`config.mk`:
```
export PLATFORM = sky130hd
export DESIGN_NAME = three_colour_gradient
export DESIGN_NICKNAME = d
export VERILOG_FILES = /design/src/rtl/tcg_pkg.sv /design/src/rtl/tcg_div.sv /design/src/rtl/tcg_frac.sv /design/src/rtl/tcg_mix.sv /design/src/rtl/tcg_out.sv /design/src/rtl/three_colour_gradient.sv
export SDC_FILE = /design/constraint.sdc
export NUM_CORES = 2
export LEC_CHECK = 0
export ABC_AREA = 1
export BUFFER_PORTS_ARGS = -buffer_cell sky130_fd_sc_hd__buf_2
export CORE_MARGIN = 5
export CORE_UTILIZATION = 40
export DETAILED_ROUTE_END_ITERATION = 12
export GPL_TIMING_DRIVEN = 0
export PLACE_DENSITY = 0.52
export REMOVE_ABC_BUFFERS = 1
export SYNTH_ARGS = -nofsm -noshare
export SYNTH_HDL_FRONTEND = slang
export SYNTH_HIERARCHICAL = 1
export SYNTH_SLANG_ARGS = --single-unit
```
`constraint.sdc`:
```
create_clock -name clock -period 9.5 [get_ports clock]
set_input_delay 0.95 -clock clock [delete_from_list [all_inputs] [get_ports clock]]
set_output_delay 0.95 -clock clock [all_outputs]
set_load 0.03 [all_outputs]
```
`src/rtl/tcg_pkg.sv`:
```
package tcg_pkg;

   // field and datapath widths
   localparam int COUNT_BITS  = 16;
   localparam int COLOUR_BITS = 24;
   localparam int LEVEL_BITS  = 8;
   localparam int POS_BITS    = 17;
   localparam int FRAC_BITS   = 17;
   localparam int OFFSET_BITS = 15;
   localparam int RECIP_BITS  = 18;
   localparam int CSR_INDEX_BITS = 2;

   // segment boundaries and widths on the Q0.16 cycle
   localparam logic [POS_BITS-1:0]    SEG1_START = 17'd21627;
   localparam logic [POS_BITS-1:0]    SEG2_START = 17'd43254;
   localparam logic [OFFSET_BITS-1:0] SEG0_WIDTH = 15'd21627;
   localparam logic [OFFSET_BITS-1:0] SEG1_WIDTH = 15'd21627;
   localparam logic [OFFSET_BITS-1:0] SEG2_WIDTH = 15'd22282;

   // floor(2^32 / width): offset * recip >> 16 lands on the fraction or one below
   localparam logic [RECIP_BITS-1:0] SEG01_RECIP =
      RECIP_BITS'(64'h1_0000_0000 / 64'(SEG0_WIDTH));
   localparam logic [RECIP_BITS-1:0] SEG2_RECIP =
      RECIP_BITS'(64'h1_0000_0000 / 64'(SEG2_WIDTH));

   typedef enum logic [1:0] {
      SEG_FIRST  = 2'd0,
      SEG_SECOND = 2'd1,
      SEG_THIRD  = 2'd2
   } seg_type;

   typedef enum logic [CSR_INDEX_BITS-1:0] {
      CSR_COLOUR_FIRST  = 2'd0,
      CSR_COLOUR_SECOND = 2'd1,
      CSR_COLOUR_THIRD  = 2'd2,
      CSR_STEP_COUNT    = 2'd3
   } csr_index_type;

   typedef struct packed {
      logic [COLOUR_BITS-1:0] colour_first;
      logic [COLOUR_BITS-1:0] colour_second;
      logic [COLOUR_BITS-1:0] colour_third;
   } colours_type;

   // clamped step index entering the divider
   typedef struct packed {
      logic                  valid;
      logic                  single;
      logic [COUNT_BITS-1:0] index;
   } idx_item_type;

   // position on the cycle, Q0.16, 0..65536
   typedef struct packed {
      logic                valid;
      logic                single;
      logic [POS_BITS-1:0] pos;
   } pos_item_type;

   // segment and fraction within it, Q0.16, 0..65536
   typedef struct packed {
      logic                 valid;
      seg_type              seg;
      logic [FRAC_BITS-1:0] frac;
   } frac_item_type;

   typedef struct packed {
      logic                  valid;
      seg_type               seg;
      logic [LEVEL_BITS-1:0] red;
      logic [LEVEL_BITS-1:0] green;
      logic [LEVEL_BITS-1:0] blue;
   } pix_item_type;

endpackage

```
`src/rtl/tcg_div.sv`:
```
module tcg_div
   import tcg_pkg::*;
(
   input  logic                  clock,
   input  logic                  reset,
   input  logic                  en,
   input  logic [COUNT_BITS-1:0] divisor,
   input  idx_item_type          in_item,
   output pos_item_type          out_item
);

   // restoring divide of index*65536 by divisor, two quotient bits per stage
   localparam int STEPS_PER_STAGE = 2;
   localparam int STAGES = (POS_BITS + STEPS_PER_STAGE - 1) / STEPS_PER_STAGE;

   logic [STAGES-1:0]     valid_ff;
   logic [STAGES-1:0]     single_ff;
   logic [COUNT_BITS-1:0] rem_ff [STAGES];
   logic [POS_BITS-1:0]   quo_ff [STAGES];

   genvar g;
   generate
      for (g = 0; g < STAGES; g++) begin : g_stage
         localparam int HI_BIT = POS_BITS - 1 - g * STEPS_PER_STAGE;
         localparam int NSTEP  = (HI_BIT + 1 < STEPS_PER_STAGE) ? HI_BIT + 1 : STEPS_PER_STAGE;

         logic                  v_src;
         logic                  s_src;
         logic [COUNT_BITS-1:0] rem_src;
         logic [POS_BITS-1:0]   quo_src;
         logic [COUNT_BITS-1:0] rem_in;
         logic [POS_BITS-1:0]   quo_in;
         logic [COUNT_BITS:0]   cand;

         if (g == 0) begin : g_head
            assign v_src   = in_item.valid;
            assign s_src   = in_item.single;
            assign rem_src = in_item.index;
            assign quo_src = '0;
         end else begin : g_body
            assign v_src   = valid_ff[g-1];
            assign s_src   = single_ff[g-1];
            assign rem_src = rem_ff[g-1];
            assign quo_src = quo_ff[g-1];
         end

         // the top quotient bit takes the index itself: index <= divisor
         always_comb begin
            rem_in = rem_src;
            quo_in = quo_src;
            cand   = '0;
            for (int j = 0; j < NSTEP; j++) begin
               if (g == 0 && j == 0) begin
                  cand = {1'b0, rem_in};
               end else begin
                  cand = {rem_in, 1'b0};
               end
               if (cand >= {1'b0, divisor}) begin
                  quo_in[HI_BIT-j] = 1'b1;
                  rem_in = COUNT_BITS'(cand - {1'b0, divisor});
               end else begin
                  rem_in = cand[COUNT_BITS-1:0];
               end
            end
         end

         always_ff @(posedge clock) begin
            if (reset) begin
               valid_ff[g] <= 1'b0;
            end else if (en) begin
               valid_ff[g] <= v_src;
            end
         end

         always_ff @(posedge clock) begin
            if (en) begin
               single_ff[g] <= s_src;
               rem_ff[g]    <= rem_in;
               quo_ff[g]    <= quo_in;
            end
         end
      end
   endgenerate

   always_comb begin
      out_item.valid  = valid_ff[STAGES-1];
      out_item.single = single_ff[STAGES-1];
      out_item.pos    = quo_ff[STAGES-1];
   end

endmodule

```
`src/rtl/tcg_frac.sv`:
```
module tcg_frac
   import tcg_pkg::*;
(
   input  logic          clock,
   input  logic          reset,
   input  logic          en,
   input  pos_item_type  in_item,
   output frac_item_type out_item
);

   logic                   s1_valid_ff, s2_valid_ff, s3_valid_ff, s4_valid_ff;
   seg_type                s1_seg_ff, s2_seg_ff, s3_seg_ff, s4_seg_ff;
   logic [OFFSET_BITS-1:0] s1_off_ff, s2_off_ff, s3_off_ff;
   logic [FRAC_BITS-1:0]   s2_est_ff, s3_est_ff, s4_frac_ff;
   logic [31:0]            s3_bound_ff;

   seg_type                s1_seg_in;
   logic [OFFSET_BITS-1:0] s1_off_in;
   logic [RECIP_BITS-1:0]  recip;
   logic [32:0]            recip_prod;
   logic [FRAC_BITS-1:0]   s2_est_in;
   logic [OFFSET_BITS-1:0] width;
   logic [FRAC_BITS-1:0]   est_next;
   logic [31:0]            s3_bound_in;
   logic [FRAC_BITS-1:0]   s3_next;
   logic [FRAC_BITS-1:0]   s4_frac_in;

   // stage 1: pick the segment and the offset into it
   always_comb begin
      if (in_item.single) begin
         s1_seg_in = SEG_FIRST;
         s1_off_in = '0;
      end else if (in_item.pos < SEG1_START) begin
         s1_seg_in = SEG_FIRST;
         s1_off_in = in_item.pos[OFFSET_BITS-1:0];
      end else if (in_item.pos < SEG2_START) begin
         s1_seg_in = SEG_SECOND;
         s1_off_in = OFFSET_BITS'(in_item.pos - SEG1_START);
      end else begin
         s1_seg_in = SEG_THIRD;
         s1_off_in = OFFSET_BITS'(in_item.pos - SEG2_START);
      end
   end

   // stage 2: estimate offset*65536/width by the reciprocal
   always_comb begin
      case (s1_seg_ff)
         SEG_THIRD: recip = SEG2_RECIP;
         default:   recip = SEG01_RECIP;
      endcase
      recip_prod = 33'(s1_off_ff) * 33'(recip);
      s2_est_in  = recip_prod[32:16];
   end

   // stage 3: (estimate + 1) * width, to test whether the estimate is one short
   always_comb begin
      case (s2_seg_ff)
         SEG_FIRST:  width = SEG0_WIDTH;
         SEG_SECOND: width = SEG1_WIDTH;
         default:    width = SEG2_WIDTH;
      endcase
      est_next    = s2_est_ff + 1'b1;
      s3_bound_in = 32'(est_next) * 32'(width);
   end

   // stage 4: correct the estimate
   always_comb begin
      s3_next = s3_est_ff + 1'b1;
      if ({1'b0, s3_off_ff, 16'h0000} >= s3_bound_ff) begin
         s4_frac_in = s3_next;
      end else begin
         s4_frac_in = s3_est_ff;
      end
   end

   always_ff @(posedge clock) begin
      if (reset) begin
         s1_valid_ff <= 1'b0;
         s2_valid_ff <= 1'b0;
         s3_valid_ff <= 1'b0;
         s4_valid_ff <= 1'b0;
      end else if (en) begin
         s1_valid_ff <= in_item.valid;
         s2_valid_ff <= s1_valid_ff;
         s3_valid_ff <= s2_valid_ff;
         s4_valid_ff <= s3_valid_ff;
      end
   end

   always_ff @(posedge clock) begin
      if (en) begin
         s1_seg_ff   <= s1_seg_in;
         s1_off_ff   <= s1_off_in;
         s2_seg_ff   <= s1_seg_ff;
         s2_off_ff   <= s1_off_ff;
         s2_est_ff   <= s2_est_in;
         s3_seg_ff   <= s2_seg_ff;
         s3_off_ff   <= s2_off_ff;
         s3_est_ff   <= s2_est_ff;
         s3_bound_ff <= s3_bound_in;
         s4_seg_ff   <= s3_seg_ff;
         s4_frac_ff  <= s4_frac_in;
      end
   end

   always_comb begin
      out_item.valid = s4_valid_ff;
      out_item.seg   = s4_seg_ff;
      out_item.frac  = s4_frac_ff;
   end

endmodule

```
`src/rtl/tcg_mix.sv`:
```
module tcg_mix
   import tcg_pkg::*;
(
   input  logic          clock,
   input  logic          reset,
   input  logic          en,
   input  colours_type   colours,
   input  frac_item_type in_item,
   output pix_item_type  out_item
);

   localparam int CHANNELS = 3;

   logic                         m1_valid_ff, m2_valid_ff;
   seg_type                      m1_seg_ff, m2_seg_ff;
   logic [FRAC_BITS-1:0]         m1_frac_ff;
   logic [LEVEL_BITS-1:0]        m1_base_ff [CHANNELS];
   logic signed [LEVEL_BITS:0]   m1_diff_ff [CHANNELS];
   logic [LEVEL_BITS-1:0]        m2_base_ff [CHANNELS];
   logic signed [26:0]           m2_prod_ff [CHANNELS];

   logic [COLOUR_BITS-1:0]       stop_a;
   logic [COLOUR_BITS-1:0]       stop_b;
   logic [LEVEL_BITS-1:0]        base_in [CHANNELS];
   logic signed [LEVEL_BITS:0]   diff_in [CHANNELS];
   logic signed [FRAC_BITS:0]    frac_s;
   logic signed [26:0]           prod_in [CHANNELS];
   logic signed [10:0]           shift_q [CHANNELS];
   logic signed [10:0]           level_s [CHANNELS];
   logic [LEVEL_BITS-1:0]        level [CHANNELS];

   // stage 1: stops for the segment, per channel difference
   always_comb begin
      case (in_item.seg)
         SEG_FIRST: begin
            stop_a = colours.colour_first;
            stop_b = colours.colour_second;
         end
         SEG_SECOND: begin
            stop_a = colours.colour_second;
            stop_b = colours.colour_third;
         end
         SEG_THIRD: begin
            stop_a = colours.colour_third;
            stop_b = colours.colour_first;
         end
         default: begin
            stop_a = colours.colour_first;
            stop_b = colours.colour_first;
         end
      endcase
      // channel 0 red (top byte), 1 green, 2 blue
      for (int c = 0; c < CHANNELS; c++) begin
         base_in[c] = stop_a[COLOUR_BITS-1-LEVEL_BITS*c -: LEVEL_BITS];
         diff_in[c] = signed'({1'b0, stop_b[COLOUR_BITS-1-LEVEL_BITS*c -: LEVEL_BITS]})
                    - signed'({1'b0, base_in[c]});
      end
   end

   // stage 2: difference times fraction
   always_comb begin
      frac_s = signed'({1'b0, m1_frac_ff});
      for (int c = 0; c < CHANNELS; c++) begin
         prod_in[c] = 27'(m1_diff_ff[c]) * 27'(frac_s);
      end
   end

   // output: base plus floored step, clamped to a byte
   always_comb begin
      for (int c = 0; c < CHANNELS; c++) begin
         shift_q[c] = signed'(m2_prod_ff[c][26:16]);
         level_s[c] = signed'({3'b000, m2_base_ff[c]}) + shift_q[c];
         if (level_s[c] < 0) begin
            level[c] = '0;
         end else if (level_s[c] > 11'sd255) begin
            level[c] = '1;
         end else begin
            level[c] = level_s[c][LEVEL_BITS-1:0];
         end
      end
   end

   always_ff @(posedge clock) begin
      if (reset) begin
         m1_valid_ff <= 1'b0;
         m2_valid_ff <= 1'b0;
      end else if (en) begin
         m1_valid_ff <= in_item.valid;
         m2_valid_ff <= m1_valid_ff;
      end
   end

   always_ff @(posedge clock) begin
      if (en) begin
         m1_seg_ff  <= in_item.seg;
         m1_frac_ff <= in_item.frac;
         m2_seg_ff  <= m1_seg_ff;
         for (int c = 0; c < CHANNELS; c++) begin
            m1_base_ff[c] <= base_in[c];
            m1_diff_ff[c] <= diff_in[c];
            m2_base_ff[c] <= m1_base_ff[c];
            m2_prod_ff[c] <= prod_in[c];
         end
      end
   end

   always_comb begin
      out_item.valid = m2_valid_ff;
      out_item.seg   = m2_seg_ff;
      out_item.red   = level[0];
      out_item.green = level[1];
      out_item.blue  = level[2];
   end

endmodule

```
`src/rtl/tcg_out.sv`:
```
module tcg_out
   import tcg_pkg::*;
(
   input  logic         clock,
   input  logic         reset,
   input  pix_item_type up_item,
   output logic         up_ready,
   output logic         rsp_tvalid,
   input  logic         rsp_tready,
   output logic [31:0]  rsp_tdata
);

   logic         rsp_valid_ff;
   logic [31:0]  rsp_data_ff;
   logic         skid_full_ff;
   logic [31:0]  skid_data_ff;

   logic         up_take;
   logic         rsp_free;
   logic [31:0]  up_data;

   // fields from the low bit up: red, green, blue, segment, zero fill
   assign up_data  = {6'b000000, up_item.seg, up_item.blue, up_item.green, up_item.red};
   assign up_ready = ~skid_full_ff;
   assign up_take  = up_item.valid & ~skid_full_ff;
   assign rsp_free = ~rsp_valid_ff | rsp_tready;

   // output register with one skid entry behind it
   always_ff @(posedge clock) begin
      if (reset) begin
         rsp_valid_ff <= 1'b0;
         skid_full_ff <= 1'b0;
      end else if (rsp_free) begin
         if (skid_full_ff) begin
            rsp_valid_ff <= 1'b1;
            skid_full_ff <= 1'b0;
         end else begin
            rsp_valid_ff <= up_take;
         end
      end else if (up_take) begin
         skid_full_ff <= 1'b1;
      end
   end

   always_ff @(posedge clock) begin
      if (rsp_free) begin
         if (skid_full_ff) begin
            rsp_data_ff <= skid_data_ff;
         end else if (up_take) begin
            rsp_data_ff <= up_data;
         end
      end else if (up_take) begin
         skid_data_ff <= up_data;
      end
   end

   assign rsp_tvalid = rsp_valid_ff;
   assign rsp_tdata  = rsp_data_ff;

endmodule

```
`src/rtl/three_colour_gradient.sv`:
```
// Channel  Dir  Handshake              Payload (low bit up)
// req      in   req_tvalid/req_tready  req_tdata[15:0] step_index
// rsp      out  rsp_tvalid/rsp_tready  rsp_tdata: red, green, blue, segment, zero fill
// csr      in   csr_we                 csr_index selects register, csr_wdata value
//
// One step index accepted per cycle while the pipeline is not held; its colour reaches rsp
// through 17 register stages: the input stage, the 17-bit position divide, two
// quotient bits per stage over nine stages, then fraction, mix and output stages.
// Reset is synchronous and clears all valid bits; registers return to their
// reset values (colours black, 256 steps).
// A stall on rsp fills one skid entry, then the whole pipeline holds in place.
module three_colour_gradient
   import tcg_pkg::*;
#(
   parameter int INDEX_BITS = 16
) (
   input  logic                      clock,
   input  logic                      reset,
   input  logic                      req_tvalid,
   output logic                      req_tready,
   input  logic [15:0]               req_tdata,   // step_index
   output logic                      rsp_tvalid,
   input  logic                      rsp_tready,
   output logic [31:0]               rsp_tdata,   // red, green, blue, segment, 6 zero bits
   input  logic                      csr_we,
   input  logic [CSR_INDEX_BITS-1:0] csr_index,
   input  logic [COLOUR_BITS-1:0]    csr_wdata
);

   localparam int USED_BITS = (INDEX_BITS < COUNT_BITS) ? INDEX_BITS : COUNT_BITS;

   logic [COLOUR_BITS-1:0] colour_first_ff;
   logic [COLOUR_BITS-1:0] colour_second_ff;
   logic [COLOUR_BITS-1:0] colour_third_ff;
   logic [COUNT_BITS-1:0]  divisor_ff;
   logic                   single_ff;

   idx_item_type           in_item_ff;
   idx_item_type           in_item_in;
   logic [COUNT_BITS-1:0]  index_raw;
   logic                   en;
   colours_type            colours;
   pos_item_type           pos_item;
   frac_item_type          frac_item;
   pix_item_type           pix_item;

   // configuration: step count kept as divisor (count - 1) and a one-step flag
   always_ff @(posedge clock) begin
      if (reset) begin
         colour_first_ff  <= '0;
         colour_second_ff <= '0;
         colour_third_ff  <= '0;
         divisor_ff       <= 16'd255;
         single_ff        <= 1'b0;
      end else if (csr_we) begin
         case (csr_index_type'(csr_index))
            CSR_COLOUR_FIRST:  colour_first_ff  <= csr_wdata;
            CSR_COLOUR_SECOND: colour_second_ff <= csr_wdata;
            CSR_COLOUR_THIRD:  colour_third_ff  <= csr_wdata;
            CSR_STEP_COUNT: begin
               divisor_ff <= csr_wdata[COUNT_BITS-1:0] - 1'b1;
               single_ff  <= (csr_wdata[COUNT_BITS-1:0] <= 16'd1);
            end
            default: ;
         endcase
      end
   end

   assign colours.colour_first  = colour_first_ff;
   assign colours.colour_second = colour_second_ff;
   assign colours.colour_third  = colour_third_ff;

   // whole pipeline moves unless the skid entry is occupied
   assign req_tready = en & ~reset;

   // input stage: mask and clamp the index to the last step, or zero it for a single step
   always_comb begin
      index_raw         = COUNT_BITS'(req_tdata[USED_BITS-1:0]);
      in_item_in.valid  = req_tvalid & req_tready;
      in_item_in.single = single_ff;
      if (single_ff) begin
         in_item_in.index = '0;
      end else if (index_raw > divisor_ff) begin
         in_item_in.index = divisor_ff;
      end else begin
         in_item_in.index = index_raw;
      end
   end

   always_ff @(posedge clock) begin
      if (reset) begin
         in_item_ff.valid <= 1'b0;
      end else if (en) begin
         in_item_ff.valid <= in_item_in.valid;
      end
   end

   always_ff @(posedge clock) begin
      if (en) begin
         in_item_ff.single <= in_item_in.single;
         in_item_ff.index  <= in_item_in.index;
      end
   end

   tcg_div u_div (
      .clock    (clock),
      .reset    (reset),
      .en       (en),
      .divisor  (divisor_ff),
      .in_item  (in_item_ff),
      .out_item (pos_item)
   );

   tcg_frac u_frac (
      .clock    (clock),
      .reset    (reset),
      .en       (en),
      .in_item  (pos_item),
      .out_item (frac_item)
   );

   tcg_mix u_mix (
      .clock    (clock),
      .reset    (reset),
      .en       (en),
      .colours  (colours),
      .in_item  (frac_item),
      .out_item (pix_item)
   );

   tcg_out u_out (
      .clock      (clock),
      .reset      (reset),
      .up_item    (pix_item),
      .up_ready   (en),
      .rsp_tvalid (rsp_tvalid),
      .rsp_tready (rsp_tready),
      .rsp_tdata  (rsp_tdata)
   );

endmodule

```
* Word level (Yosys, flattened, before mapping)
Memory sizes are Yosys's and may differ from the RTL's.
Index checks and enable logic that the tools add are counted.
** Word-level totals
- Logic and storage cells :: 198
- Memories kept :: 6
- Register bits :: 342
- Input bits :: 47
- RAM bits :: 453
** Memory list
- u_div.quo_ff :: words 9, width 17, rd ports 9, clocked after memory_dff 0, write ports 9, line tcg_div.sv:19 : logic [POS_BITS-1:0] quo_ff [STAGES];
- u_div.rem_ff :: words 9, width 16, rd ports 8, clocked after memory_dff 0, write ports 9, line tcg_div.sv:18 : logic [COUNT_BITS-1:0] rem_ff [STAGES];
- u_mix.m2_prod_ff :: words 3, width 27, rd ports 3, clocked after memory_dff 0, write ports 3, line tcg_mix.sv:20 : logic signed [26:0] m2_prod_ff [CHANNELS];
- u_mix.m1_diff_ff :: words 3, width 9, rd ports 3, clocked after memory_dff 0, write ports 3, line tcg_mix.sv:18 : logic signed [LEVEL_BITS:0] m1_diff_ff [CHANNELS];
- u_mix.m1_base_ff :: words 3, width 8, rd ports 3, clocked after memory_dff 0, write ports 3, line tcg_mix.sv:17 : logic [LEVEL_BITS-1:0] m1_base_ff [CHANNELS];
- u_mix.m2_base_ff :: words 3, width 8, rd ports 3, clocked after memory_dff 0, write ports 3, line tcg_mix.sv:19 : logic [LEVEL_BITS-1:0] m2_base_ff [CHANNELS];
** Cells by class
- Reduce and logical (&&, ||, !) cells :: 13
- Muxes and demuxes :: 53
- $mul :: 5
- Bitwise logic cells :: 8
- Eq/ne operators :: 7
- $add $sub $neg :: 28
- Magnitude comparators :: 28
** Operators by type and width (count)
- two-way mux 16 bit :: 18
- >= comparator 17 x 16 -> 1 bit :: 16
- subtractor 16 bit :: 17
- one-hot mux 24 bit (2 select lines) :: 2
- multiplier 9 x 18 -> 27 bit :: 3
- two-way mux 26 bit :: 2
- two-way mux 8 bit :: 6
- adder 17 x 1 -> 17 bit (second input constant) :: 2
- two-way mux 17 bit :: 2
- adder 9 x 11 -> 11 bit :: 3
- greater-than comparator 11 x 9 -> 1 bit (second input constant) :: 3
- less-than comparator 11 x 1 -> 1 bit (second input constant) :: 3
- multiplier 15 x 18 -> 33 bit :: 1
- >= comparator 31 x 32 -> 1 bit :: 1
- multiplier 17 x 15 -> 32 bit :: 1
- two-way mux 15 bit :: 2
- subtractor 8 x 8 -> 9 bit :: 3
- two-way mux 1 bit :: 19
- less-than comparator 17 x 15 -> 1 bit (second input constant) :: 1
- less-than comparator 17 x 16 -> 1 bit (second input constant) :: 1
- >= comparator 16 bit :: 1
- greater-than comparator 16 bit :: 1
- less-or-equal comparator 16 x 1 -> 1 bit (second input constant) :: 1
- subtractor 16 x 1 -> 16 bit (second input constant) :: 1
- other kinds (13) :: 32

* Logic depth before layout (Yosys ltp)
An unclocked memory read counts as a cell.
- Word-level depth :: 7
- Gate-level depth with buffers :: 33
- Mapped depth without buffers :: 33

* Hierarchy
The synthesis kept the hierarchy.
** Modules (own cells, without submodules)
- tcg_div :: seq. area each 6966.7 um^2, area each 24910.1 um^2, instances 1, cells an instance 3618
- tcg_mix :: seq. area each 3913.8 um^2, area each 22925.7 um^2, instances 1, cells an instance 2895
- tcg_frac :: seq. area each 4164.0 um^2, area each 20146.8 um^2, instances 1, cells an instance 2281
- three_colour_gradient :: seq. area each 2312.2 um^2, area each 4844.6 um^2, instances 1, cells an instance 574
- tcg_out :: seq. area each 1601.5 um^2, area each 2029.4 um^2, instances 1, cells an instance 155

* Worst setup path before layout
OpenSTA, ideal clock, no wires.
- Path kind :: reg-to-reg
- Start point :: reg u_frac.s2_est_ff[0]
- End point :: reg u_frac.s3_bound_ff[31] (data pin)
- Data arrival time :: 5.829 ns
- Stages on the path, launching flop included :: 28
- Clock period less this slack :: 6.081 ns
- Required time :: 9.248 ns
- Slack :: 3.419 ns
- Cell sequence :: edfxtp_1 ha_1 nand3_2 nor2_2 nand3_2 inv_2 nand2_2 xor2_1 nor2_1 inv_1 fa_1 fa_1 inv_1 fa_1 fa_1 fa_1 inv_1 fa_1 inv_1 ha_1 a21oi_1 o21ai_0 a21oi_1 nor2_1 nor2_1 nand2_1 nand2_1 nand2_1
** Between the ends
- Longest elaborated chain between the ends :: 2
** RTL lines
- from (decl) :: line tcg_frac.sv:14 : logic [FRAC_BITS-1:0] s2_est_ff, s3_est_ff, s4_frac_ff;
- from (signal assigned) :: line tcg_frac.sv:96 : s2_est_ff <= s2_est_in;
- adder 17 x 1 -> 17 bit :: line tcg_frac.sv:62 : est_next = s2_est_ff + 1'b1;
- multiplier 17 x 15 -> 32 bit :: line tcg_frac.sv:63 : s3_bound_in = 32'(est_next) * 32'(width);
- net u_frac.s3_bound_in[31] :: line tcg_frac.sv:24 : logic [31:0] s3_bound_in;
- to (signal assigned) :: line tcg_frac.sv:100 : s3_bound_ff <= s3_bound_in;
- to (decl) :: line tcg_frac.sv:15 : logic [31:0] s3_bound_ff;
The timed path passes the listed nets, and every way through them passes these cells.
A chain may end at the register's enable or synchronous reset.

* Worst setup path after layout
- Start point :: reg u_frac.s1_seg_ff[0]
- End point :: reg u_frac.s2_est_ff[16] (data pin)
** Between the ends
- Longest elaborated chain between the ends :: 3
** RTL lines
- from (decl) :: line tcg_frac.sv:12 : seg_type s1_seg_ff, s2_seg_ff, s3_seg_ff, s4_seg_ff;
- from (signal assigned) :: line tcg_frac.sv:92 : s1_seg_ff <= s1_seg_in;
- equality test 2 bit :: line tcg_frac.sv:47 : case (s1_seg_ff)
- two-way mux 17 bit :: line tcg_frac.sv:47
- multiplier 15 x 18 -> 33 bit :: line tcg_frac.sv:51 : recip_prod = 33'(s1_off_ff) * 33'(recip);
- net u_frac.recip_prod[32] :: line tcg_frac.sv:20 : logic [32:0] recip_prod;
The timed path passes the listed nets, and every way through them passes these cells.

==> impl_metrics.ini <==
[clock_tree]
cts_buffer_depth = 3
clock_sinks = 667
htree_levels = 3
cts_buffers = 83
cts_root_buf = clkbuf_16
cts_setup_buffers = 0
cts_resized = 0
clk_pin_slew_ns = 0.06
cts_hold_buf = 0
clk_latency_ns = 0.70
tritoncts = yes

[floorplan]
initial_core_util_pct = 40.3
rows = 158
fp.dieH_um = 443
die_area_sq_um = 196000
ios = 81
dieWidth_um = 443
coreArea_sq_um = 186000

[yosys]
synth_cells = 9523
synth_xor_area_share_pct = 3.09
yosys.area_share.simple_pct = 24.5
ys_top_cells_by_area = edfxtp_1, fa_1, ha_1, nand2_1, inv_1
synth_seq_cells = 667
synth_edf_count = 560
post-synth-top-area-cell = edfxtp_1
ys_types = 73
yosysSeqAreaShare_pct = 25.3
muxShareOfSynthArea_pct = 0
yosysWarnings = 6
syn_avg_cell_area_sq_um = 7.86
async_flop_share_pct = 0
synth-compound-area-share_pct = 7.16
synth_fa_ha_area_share_pct = 29.6
synth_top_family_by_area = adder cells
synthesis.area_sq_um = 74900
synth.top_cell.area_share_pct = 22.5
ys.flop_type = edfxtp_1

[timing]
setup_tns_ns = 0
timing.slew.headroom_pct = 5.62
period_minus_slack_ns = 7.56
slew_violations = 0
fin_crit_sh_pct = 79.5
hold_viol_final = 0
setup_slack_ns = 1.94
grt_setup_unrepaired = no
max_clock_freq_ghz = 0.132
tightest_slew_ns = 1.42
skew_ns = 0.0356
setup_viol = 0

[global_routing]
grt_pass1_wl_um = 329000
track_usage_pct = 20.7
grt_max_degree = 132
grt_pass1_vias = 60200
grt-ovfl-total = 0
antenna_found_initial = 7

[final_layout]
layout.nets = 10900
multiInputGateArea_sq_um = 48300
n_fill_cell = 18900
layout.cells.non_filler = 12000
final_common_cell = nand2_1
syn_to_final_growth_pct = 7.23
drive_gt1_share_pct = 5.46
final_cell_mix = nand2_1, inv_1, ha_1, nor2_1, fa_1
register_area_sq_um = 19000
postLayoutCellArea_sq_um = 80300

[setup_path]
crit_top_cell = fa_1
timing.rr.end = u_frac/s2_est_ff[16]$_DFFE_PP_
rrSetupSlack_ns = 1.94
max_stage_delay_ns = 0.75
end_kind = flip-flop
critPathKind = flip-flop to flip-flop
cp-start-kind = flip-flop
cp_data_required_time_ns = 9.94
ff2ff_path_depth = 19
path_cells = nor2_2, inv_1, nor2_1, fa_1, fa_1, fa_1, fa_1, fa_1, inv_1, fa_1, inv_1, ha_1, nand2_1, nor2_1, nand2_1, o21ai_0, nand2_1, nand3_1, nand2_1
worstPathArrival_ns = 7.99
crit_fanout = 18
r2r-start = u_frac/s1_seg_ff[0]$_SDFFCE_PP0P_
crit_slowest_cell = nor2_2

[placement]
dp_hpwl_um = 159000
place_area_sq_um = 77500
dp.cells = 11900
place_ws_ns = 2.00
io_buffers = 74
gp_congestion = 0.907

[drt]
via_per_inst = 5.01
first_pass_iters = 5
vias = 60300
finalWirelength_um = 205000
initialDrtViolationCount = 3455
post_drt_wl_per_cell_um = 17.1
antenna_left = 0
drc = 0

[hold_path]
hold_start = u_div/quo_ff[0][119]$_DFFE_PP_
whs_endpoint = u_div/quo_ff[0][136]$_DFFE_PP_
hold_depth = 0
hold_class = flip-flop to flip-flop

[outcome]
status = complete, no violations

[run]
timing.max_cap.violations = 0
registers in the layout, indices dropped and copies added (netlist names), 16 cells and up:
register	cells
u_div/rem_ff	128
u_div/quo_ff	89
u_mix/m2_prod_ff	33
u_frac/s3_bound_ff	32
u_mix/m1_diff_ff	27
u_out/rsp_tdata	26
u_out/skid_data_ff	26
colour_first_ff	24
colour_second_ff	24
colour_third_ff	24
u_mix/m1_base_ff	24
u_mix/m2_base_ff	24
in_item_ff	18
u_frac/s2_est_ff	17
u_frac/s3_est_ff	17
u_frac/s4_frac_ff	17
u_mix/m1_frac_ff	17
divisor_ff	16
through the flow:
stage / utilization, % / hold WS [ns]
floorplan: - / 0.400
global placement: 41.5 / 0.401
detailed placement: 41.7 / 0.405
CTS: 43.1 / 0.402
global route: 43.2 / 0.420
finish: 43.2 / 0.410
cells by family (layout without fill, tap and decap cells):
group / after synthesis / after routing
AOI/OAI and AO/OA: 952 / 952
xor gates and xnor gates: 257 / 257
adders and majority gates: 1409 / 1409
buffers and inverters: 1939 / 1950
DFF: 667 / 667
other: 3 / 27
and+or+nand+nor: 4296 / 4296
how the worst max path moves through the flow:
stage / from / end / slack [ns] / depth (start not counted)
after global routing: u_frac/s1_seg_ff[0]$_SDFFCE_PP0P_ / u_frac/s2_est_ff[8]$_DFFE_PP_ / 1.43 / 19
after detailed placement: u_frac/s1_seg_ff[0]$_SDFFCE_PP0P_ / u_frac/s2_est_ff[16]$_DFFE_PP_ / 2.00 / 23
after CTS: u_frac/s1_seg_ff[0]$_SDFFCE_PP0P_ / u_frac/s2_est_ff[16]$_DFFE_PP_ / 1.96 / 19
final: u_frac/s1_seg_ff[0]$_SDFFCE_PP0P_ / u_frac/s2_est_ff[16]$_DFFE_PP_ / 1.94 / 19
after global placement: u_out/skid_full_ff$_SDFFE_PP0P_ / u_div/out_item[18]$_SDFFE_PP0P_ / -3.56 / 4
after floorplan: u_out/skid_full_ff$_SDFFE_PP0P_ / u_div/out_item[18]$_SDFFE_PP0P_ / 0.87 / 4
metal layers:
metal,vias up,share of wire [%],routed length [um],GRT usage [%]
met5,-,0,0,0
met2,1058,48,99500,36.3
met4,0,2.8,5780,5.59
met3,237,3.4,6960,1.89
li1,30300,-,-,-
met1,28800,45,93100,27.4
cell type report:
class | instances | share of cell area, %
clock buffers | 110 | 2.78
multi-input cells | 6940 | 60.2
inverters | 1705 | 7.99
well taps | 2480 | 3.87
diodes | 1 | 0.00312
flip-flops and latches | 667 | 23.6
clock inverters | 43 | 0.578
repair buffers | 92 | 0.976
worst max-delay path: cells and delay by family, from the launching register on:
family | cells | cell delay, ns
flip-flops | 1 | 0.39
adder cells (fa/ha/maj) | 7 | 3.68
buffers and inverters | 3 | 0.69
AO/OA/AOI/OAI | 1 | 0.44
AND/OR/NAND/NOR | 8 | 2.08
Yosys cell counts, types with 5 or more instances:
| master | n |
|---|---|
| a211oi_1 | 5 |
| a21boi_0 | 5 |
| a21o_1 | 24 |
| a21oi_1 | 456 |
| a21oi_2 | 27 |
| a31oi_1 | 14 |
| and2_1 | 14 |
| buf_1 | 10 |
| buf_2 | 43 |
| buf_4 | 31 |
| buf_6 | 25 |
| clkbuf_1 | 120 |
| dfxtp_1 | 107 |
| edfxtp_1 | 560 |
| fa_1 | 599 |
| ha_1 | 810 |
| inv_1 | 1668 |
| inv_2 | 34 |
| nand2_1 | 2675 |
| nand2_2 | 50 |
| nand2_4 | 13 |
| nand3_1 | 544 |
| nand3_2 | 29 |
| nand3_4 | 8 |
| nand3b_1 | 42 |
| nand4_1 | 109 |
| nor2_1 | 616 |
| nor2_2 | 31 |
| nor2_4 | 9 |
| nor3_1 | 63 |
| nor3_2 | 6 |
| nor4_1 | 17 |
| o211ai_1 | 10 |
| o21a_1 | 16 |
| o21ai_0 | 264 |
| o21ai_1 | 29 |
| o21bai_1 | 30 |
| o221ai_1 | 25 |
| o22ai_1 | 24 |
| or2_2 | 50 |
| xnor2_1 | 61 |
| xor2_1 | 192 |
Power is not shown: default switching activity piles up to over one toggle a cycle in this logic, so the estimate is an artifact.
